--- src/rtl/bce_pkg.sv ---
// shared types and constants for the bezier curve evaluator
// no dependencies

package bce_pkg;

  localparam int CoordW      = 24;
  localparam int ParamW      = 17;
  localparam int CmdW        = 2;
  localparam int StatusW     = 2;
  localparam int Lanes       = 4;
  localparam int InTdataW    = 120;
  localparam int OutTdataW   = 104;
  localparam int MaxPointsDef = 16;
  localparam int DimDef      = 3;
  localparam int FracW       = 16;
  localparam int DrainCycles = 3;

  localparam logic [ParamW-1:0] ParamOne = ParamW'(1 << FracW);

  // request commands
  localparam logic [CmdW-1:0] CMD_START  = 2'd0;
  localparam logic [CmdW-1:0] CMD_APPEND = 2'd1;
  localparam logic [CmdW-1:0] CMD_EVAL   = 2'd2;

  // result status codes
  localparam logic [StatusW-1:0] STAT_OK    = 2'd0;
  localparam logic [StatusW-1:0] STAT_EMPTY = 2'd1;
  localparam logic [StatusW-1:0] STAT_DROP  = 2'd2;

  typedef enum logic [1:0] {
    RD_FIRST,
    RD_STEP,
    RD_RESULT
  } rd_kind_e;

  // controller to datapath command group
  typedef struct packed {
    logic                 pt_wr_en;
    logic                 rd_en;
    logic                 rd_work;
    rd_kind_e             kind;
    logic [StatusW-1:0]   status;
  } dp_cmd_t;

endpackage

--- src/rtl/bce_controller.sv ---
// sequencer for loading points and the de casteljau rounds
// depends on bce_pkg

module bce_controller import bce_pkg::*; #(
  parameter int MaxPoints = MaxPointsDef,
  parameter int AddrW     = (MaxPoints > 1) ? $clog2(MaxPoints) : 1
) (
  input  logic             clk_i,
  input  logic             rst_ni,
  input  logic             in_valid_i,
  input  logic [CmdW-1:0]  command_i,
  input  logic             out_free_i,
  output logic             in_ready_o,
  output dp_cmd_t          cmd_o,
  output logic [AddrW-1:0] pt_wr_addr_o,
  output logic [AddrW-1:0] rd_addr_o
);

  localparam int CntW = $clog2(MaxPoints + 1);

  typedef enum logic [3:0] {
    ST_IDLE  = 4'b0001,
    ST_ROUND = 4'b0010,
    ST_DRAIN = 4'b0100,
    ST_FINAL = 4'b1000
  } state_e;

  state_e          state_q, state_d;
  logic [CntW-1:0] count_q, count_d;
  logic            ovf_q, ovf_d;
  logic [CntW-1:0] len_q, len_d;
  logic [CntW-1:0] idx_q, idx_d;
  logic            src_work_q, src_work_d;
  logic [1:0]      drain_q, drain_d;
  logic            accept;

  assign in_ready_o = (state_q == ST_IDLE);
  assign accept     = in_valid_i && in_ready_o;

  always_comb begin
    state_d    = state_q;
    count_d    = count_q;
    ovf_d      = ovf_q;
    len_d      = len_q;
    idx_d      = idx_q;
    src_work_d = src_work_q;
    drain_d    = drain_q;
    cmd_o      = '0;
    cmd_o.kind = RD_STEP;
    pt_wr_addr_o = '0;
    rd_addr_o    = idx_q[AddrW-1:0];

    case (state_q)
      ST_IDLE: begin
        if (accept) begin
          case (command_i)
            CMD_START: begin
              cmd_o.pt_wr_en = 1'b1;
              count_d = CntW'(1);
              ovf_d   = 1'b0;
            end
            CMD_APPEND: begin
              if (count_q < CntW'(MaxPoints)) begin
                cmd_o.pt_wr_en = 1'b1;
                pt_wr_addr_o   = count_q[AddrW-1:0];
                count_d        = count_q + CntW'(1);
              end else begin
                ovf_d = 1'b1;
              end
            end
            CMD_EVAL: begin
              idx_d      = '0;
              src_work_d = 1'b0;
              len_d      = count_q - CntW'(1);
              state_d    = (count_q > CntW'(1)) ? ST_ROUND : ST_FINAL;
            end
            default: begin
            end
          endcase
        end
      end
      ST_ROUND: begin
        cmd_o.rd_en   = 1'b1;
        cmd_o.rd_work = src_work_q;
        cmd_o.kind    = (idx_q == '0) ? RD_FIRST : RD_STEP;
        if (idx_q == len_q) begin
          drain_d = 2'(DrainCycles - 1);
          state_d = ST_DRAIN;
        end else begin
          idx_d = idx_q + CntW'(1);
        end
      end
      ST_DRAIN: begin
        if (drain_q == '0) begin
          idx_d      = '0;
          src_work_d = 1'b1;
          if (len_q == CntW'(1)) begin
            state_d = ST_FINAL;
          end else begin
            len_d   = len_q - CntW'(1);
            state_d = ST_ROUND;
          end
        end else begin
          drain_d = drain_q - 2'd1;
        end
      end
      ST_FINAL: begin
        rd_addr_o = '0;
        if (out_free_i) begin
          cmd_o.rd_en   = 1'b1;
          cmd_o.rd_work = src_work_q;
          cmd_o.kind    = RD_RESULT;
          cmd_o.status  = (count_q == '0) ? STAT_EMPTY : (ovf_q ? STAT_DROP : STAT_OK);
          state_d       = ST_IDLE;
        end
      end
      default: begin
        state_d = ST_IDLE;
      end
    endcase
  end

  always_ff @(posedge clk_i or negedge rst_ni) begin
    if (!rst_ni) begin
      state_q    <= ST_IDLE;
      count_q    <= '0;
      ovf_q      <= 1'b0;
      len_q      <= '0;
      idx_q      <= '0;
      src_work_q <= 1'b0;
      drain_q    <= '0;
    end else begin
      state_q    <= state_d;
      count_q    <= count_d;
      ovf_q      <= ovf_d;
      len_q      <= len_d;
      idx_q      <= idx_d;
      src_work_q <= src_work_d;
      drain_q    <= drain_d;
    end
  end

`ifndef SYNTHESIS
  a_count_bound : assert property (@(posedge clk_i) disable iff (!rst_ni)
    count_q <= CntW'(MaxPoints))
    else $error("point count above store depth");

  a_result_slot : assert property (@(posedge clk_i) disable iff (!rst_ni)
    (cmd_o.rd_en && cmd_o.kind == RD_RESULT) |-> out_free_i)
    else $error("result read issued while output register busy");

  a_round_index : assert property (@(posedge clk_i) disable iff (!rst_ni)
    (state_q == ST_ROUND) |-> (idx_q <= len_q && len_q < count_q))
    else $error("round index beyond live points");

  a_eval_start : assert property (@(posedge clk_i) disable iff (!rst_ni)
    (accept && command_i == CMD_EVAL && count_q > CntW'(1)) |=> (state_q == ST_ROUND))
    else $error("evaluate request did not start a round");
`endif

endmodule

--- config.mk ---
export PLATFORM = sky130hd
export DESIGN_NAME = bce_controller
export DESIGN_NICKNAME = d
export VERILOG_FILES = /design/src/rtl/bce_pkg.sv /design/src/rtl/bce_controller.sv
export SDC_FILE = /design/constraint.sdc
export NUM_CORES = 1
export LEC_CHECK = 0
export ABC_AREA = 1
export ABC_CLOCK_PERIOD_IN_PS = 1750
export CORE_MARGIN = 2
export CORE_UTILIZATION = 25
export CTS_CLUSTER_SIZE = 20
export DETAILED_ROUTE_END_ITERATION = 8
export DONT_BUFFER_PORTS = 1
export PLACE_DENSITY_LB_ADDON = 0.25
export SETUP_SLACK_MARGIN = 0.3
export SLEW_MARGIN = 20
export SYNTH_ARGS = -nofsm -noshare
export SYNTH_HDL_FRONTEND = slang
export SYNTH_SLANG_ARGS = --single-unit
--- constraint.sdc ---
create_clock -name clk_i -period 1.75 [get_ports clk_i]
set_input_delay 0.0875 -clock clk_i [delete_from_list [all_inputs] [get_ports clk_i]]
set_output_delay 0.0875 -clock clk_i [all_outputs]
set_load 0.005 [all_outputs]
Word level (Yosys, flattened, before mapping)
Cells that the tools add are included.

word-level totals
  register bits = 23
  bits in latches = 0
  bits in writable memories = 0
  memory bits (read-only) = 0
  output and inout bits = 16
  memories = 0

operators by class
  add/sub/neg operators = 5
  multipliers = 0
  div/mod/pow operators = 0
  order comparisons = 2
  equality and inequality tests = 18
  shift operators = 0
  multiplexer cells = 44
  bitwise gates (word level) = 0
  reductions and logical operators = 16

operators by type and width
  kind                                                                              count
  4-bit two-way mux                                                                 12
  5-bit two-way mux                                                                 9
  5-bit one-hot mux with 2 select lines                                             2
  2-bit inequality test (second input constant)                                     8
  4-bit one-hot mux with 4 select lines                                             1
  5-bit one-hot mux with 3 select lines                                             1
  5-bit AND reduction                                                               3
  4-bit AND reduction                                                               3
  5-bit by 1-bit adder with 5-bit output (second input constant)                    2
  5-bit logical NOT                                                                 2
  2-bit two-way mux                                                                 5
  5-bit by 1-bit subtractor with 5-bit output (second input constant)               2
  1-bit two-way mux                                                                 8
  4-bit one-hot mux with 2 select lines                                             1
  6-bit two-way mux                                                                 1
  1-bit one-hot mux with 2 select lines                                             3
  2-bit nonzero test                                                                3
  5-bit by 1-bit equality test with 1-bit output (second input constant)            1
  5-bit equality test                                                               1
  5-bit by 1-bit greater-than comparator with 1-bit output (second input constant)  1
  5-bit < comparator (second input constant)                                        1
  4-bit by 1-bit equality test with 1-bit output (second input constant)            1
  4-bit by 2-bit equality test with 1-bit output (second input constant)            1
  4-bit by 3-bit equality test with 1-bit output (second input constant)            1
  other kinds (10)                                                                  12

Logic depth before layout (Yosys ltp)
  depth after elaboration = 5
  depth in mapped cells = 10
  gate-level depth less buffers = 10

Worst setup path after synthesis
Ideal clock, no wire load.

  kind = reg2reg
  start = register state_q[0]
  end = register len_q[2]
  library setup time = 0.117 ns
  arrival = 1.216 ns
  required time = 1.633 ns
  path slack = 0.416 ns
  stages on the path, launching flop included = 10
  buffers on the path = 0
  path through = dfstp_2 > inv_2 > nor2_4 > nand3_1 > nand2_2 > inv_2 > nand2_4 > inv_4 > nand2_1 > o21ai_2

on the way
  word-level cells in the longest chain between the ends = 4

ends and longest elaborated chain
  what                                                        line                                        source
  start, declared                                             bce_controller.sv:28                        state_e state_q, state_d;
  start signal, assigned                                      bce_controller.sv:133                       state_q <= state_d;
  4-bit by 1-bit equality test with 1-bit output              bce_controller.sv:37, bce_controller.sv:53
  1-bit logical AND                                           bce_controller.sv:38                        assign accept = in_valid_i && in_ready_o;
  2-bit by 1-bit inequality test with 1-bit output (no line)  n/a
  5-bit AND reduction (no line)                               n/a
  end signal, assigned                                        bce_controller.sv:136                       len_q <= len_d;
  end, declared                                               bce_controller.sv:31                        logic [CntW-1:0] len_q, len_d;

Several ways; a longest one is shown, not always the timed one.
A chain may end at the register's enable or synchronous reset.

Final worst setup path
  start = register state_q[0]
  end = output pt_wr_addr_o[0]

on the way
  word-level cells in the longest chain between the ends = 4

ends and longest elaborated chain
  what                                                line                                        source
  4-bit by 1-bit equality test with 1-bit output (*)  bce_controller.sv:37, bce_controller.sv:53
  1-bit logical AND                                   bce_controller.sv:38
  4-bit two-way mux                                   bce_controller.sv:55                        if (accept) begin
  4-bit two-way mux (*)                               bce_controller.sv:53                        case (state_q)
  end, declared                                       bce_controller.sv:15                        output logic [AddrW-1:0] pt_wr_addr_o,

Every way passes the cells marked *; elsewhere a longest branch is shown, timed or not.

==> flow_summary.json <==
{
  "outcome": "finished clean",
  "combPwrFrac_pct": 58.9,
  "netlist_area_mm2": 0.001727,
  "drive_above_1_share_pct": 27.38,
  "use_met3_pct": 2.938,
  "die_y_um": 87.11,
  "switching_share_pct": 49.30,
  "use_met2_pct": 20.40,
  "worstPathArrival_ps": 1430,
  "syn-num-nets": 251,
  "final_cells": 332,
  "clock_skew_ps": 2.032,
  "ys.flop_type": "dfrtp_1",
  "ant_nets": 0,
  "path_max_fanout": 7,
  "ys.warnings.count": 0,
  "syn_avg_cell_area_um2": 7.285,
  "dieWidth_um": 87.11,
  "synth_cells": 237,
  "maxCapViolCount": 0,
  "p_leak_nw": 1.037,
  "worstPathCellList": "inv_2 > nor2_4 > nand2_4 > nor2_4 > inv_6 > nor3_4",
  "worstSetupEndpointType": "primary output",
  "r2r_slack_ps": 300,
  "register_area_um2": 579.3,
  "rr_worst_depth": 9,
  "worstHoldStart": "command_i[1]",
  "ys_types": 29,
  "crit_end": "pt_wr_addr_o[0]",
  "grt_pass1_vias": 1458,
  "start_kind": "flop",
  "rsz0062_at_grt": "yes",
  "fillers": 734,
  "core_mm2": 0.006756,
  "clock_path_buffers": 2,
  "num_io_pins": 22,
  "area_growth_pct": 20.51,
  "cts_root_buf": "clkbuf_8",
  "power_frac_seq_pct": 30.5,
  "busiest_layer": "met2",
  "antenna_found_initial": 0,
  "post-route-period-util_pct": 86.50,
  "dp_cells": 317,
  "routed_wl_um": 4245,
  "drtIter0Drc": 58,
  "p_sw_w": 0.001603,
  "regToRegEndpoint": "len_q[2]$_DFFE_PN0P_",
  "clock_sinks": 23,
  "crit_type": "flop to primary output",
  "finalCriticalPeriod_ps": 1514,
  "viasPerCell": 4.434,
  "row_count": 30,
  "maxSlewViolCount": 0,
  "synth.largest_area_cell": "dfrtp_1",
  "routedWlPerCell_um": 12.79,
  "fin_setup_tns_ps": 0,
  "grtUsageTotal_pct": 11.77,
  "required_ps": 1660,
  "cts-buffers-inserted": 3,
  "timing.fmax_mhz": 660.6,
  "synth-seq-cells": 23,
  "slowest_delay_ps": 570,
  "antenna_cells": 0,
  "synth.yosys.seq_area_share_pct": 33.41,
  "cts_tree": "built",
  "slowest_stage": "dfstp_2",
  "intPower_w": 0.001648,
  "vdd_drop_max_mv": 0.3487,
  "clock_latency_ps": 270,
  "critPathLaunch": "state_q[0]$_DFFE_PN1P_",
  "met1_usage_pct": 14.67,
  "route.detailed.drc": 0,
  "clkTransAtPathRegs_ps": 90,
  "synth_most_common_cell": "nand2_1",
  "yosysTopAreaCellShare_pct": 31.88,
  "synth_edf_count": 0,
  "power-per-cell-area_mw_per_mm2": 1562,
  "power_frac_clock_pct": 10.7,
  "htreeDepth": 1,
  "setup_viol": 0,
  "layout.nets": 267,
  "slew_headroom_pct": 79.53,
  "multi_input_area_mm2": 0.001091,
  "portBuffers": 0,
  "synth_common_cells": "66 x nand2_1, 27 x inv_1, 22 x dfrtp_1, 22 x nor2_1, 19 x nand3_1",
  "tightest_slew_ps": 304.8,
  "firstDrtPassIters": 4,
  "die-area_mm2": 0.007587,
  "num_vias": 1472,
  "grt_max_degree": 24,
  "overflow": 0,
  "r2r-start": "state_q[0]$_DFFE_PN1P_",
  "gp_congestion": 0.8309,
  "start_util_pct": 25.56,
  "dp_hpwl_um": 3235,
  "ys_async_sr_fraction_pct": 100.0,
  "hold_path_class": "input port to flop",
  "grt_pass1_wl_um": 7038,
  "ys_top_cells_by_area": "dfrtp_1 32%, nand2_1 14%, inv_1 5.9%, ha_1 5.8%, nand3_1 5.5%",
  "crit_top_cell": "nor2_4",
  "hold_violations": 0
}
-- final cells by class --
| type | instances | share of cell area, % |
|---|---|---|
| Multi-Input combinational cell | 177 | 52.44 |
| Sequential cell | 23 | 27.84 |
| Inverter | 36 | 7.096 |
| Timing Repair Buffer | 12 | 5.652 |
| Tap cell | 80 | 4.811 |
| Clock buffer | 4 | 2.165 |
-- what timing repair did --
action / CTS / global route
resized for setup: 17 / 12
hold buffers: 2 / 0
setup endpoints to repair: 11 / 27
pin swaps: 1 / 3
cloned: 1 / 0
hold endpoints to repair: 23 / 0
setup buffers: 4 / 4
-- how the worst min path moves through the flow --
stage	depth (start not counted)	to
3_3_place_gp	0	count_q[3]$_DFFE_PN0P_
2_1_floorplan	0	count_q[0]$_DFFE_PN0P_
5_1_grt	3	ovf_q$_DFFE_PN0P_
4_1_cts	3	ovf_q$_DFFE_PN0P_
3_5_place_dp	0	count_q[3]$_DFFE_PN0P_
6_report	3	ovf_q$_DFFE_PN0P_
-- metrics by stage --
step                utilization (%)  hold WS [ps]  instance area [um^2]  power (W)  worst slack (ps)
floorplan                         -        -208.1                  1727   0.002262             416.2
global placement              27.11        -207.6                  1832   0.002604             311.1
detailed placement            27.11        -207.5                  1832   0.002615             293.7
CTS                           29.94         18.29                  2023   0.003180             209.7
global route                  30.80         50.79                  2081   0.003560             142.4
finish                        30.80         18.24                  2081   0.003251             236.3
-- per-layer routing --
layer	part of all wire, %	up-vias
met4	0.52	0
met2	49	24
li1	-	771
met3	4.9	2
met5	0	-
met1	46	675
-- power groups by stage --
stage,Combinational [W],Sequential [W],Clock [W]
floorplan,0.00134,0.000923,0
global placement,0.00159,0.00101,0
detailed placement,0.00160,0.00101,0
CTS,0.00181,0.000993,0.000373
global route,0.00215,0.00102,0.000387
finish,0.00191,0.000991,0.000346
-- logic make-up (layout without fill, tap and decap cells) --
| kind of cell | count (synthesis) | in the layout | share of synthesized area (%) |
|---|---|---|---|
| AOI/OAI and AO/OA | 19 | 19 | 6.449 |
| buffers and inverters | 38 | 52 | 8.551 |
| adders and majority gates | 8 | 8 | 5.797 |
| and+or+nand+nor | 139 | 140 | 40.72 |
| DFF | 23 | 23 | 33.41 |
| xor gates and xnor gates | 10 | 10 | 5.073 |
-- critical path, delay by kind of cell (launching register included) --
kind	cells	cell delay (ps)
buffers and inverters	2	140
and+or+nand+nor	4	450
DFF	1	570
-- state kept, by name, indices dropped and copies added, names as in the netlist --
| name | count |
|---|---|
| count_q | 5 |
| drain_q | 2 |
| idx_q | 5 |
| len_q | 5 |
| ovf_q | 1 |
| src_work_q | 1 |
| state_q | 4 |
-- cells in the final DEF, fill, tap and decap left out, drive strengths merged --
cell type and instances:
nand2 76, inv 36, nor2 31, dfrtp 22, nand3 21, o21ai 15, buf 11, nor3 9
xor2 8, ha 8, clkbuf 4, xnor2 2, a21oi 2, nand4 2, o21a 1, o21bai 1
nor3b 1, dlygate4sd3 1, dfstp 1
No activity file was read; power rests on OpenSTA's default activity.
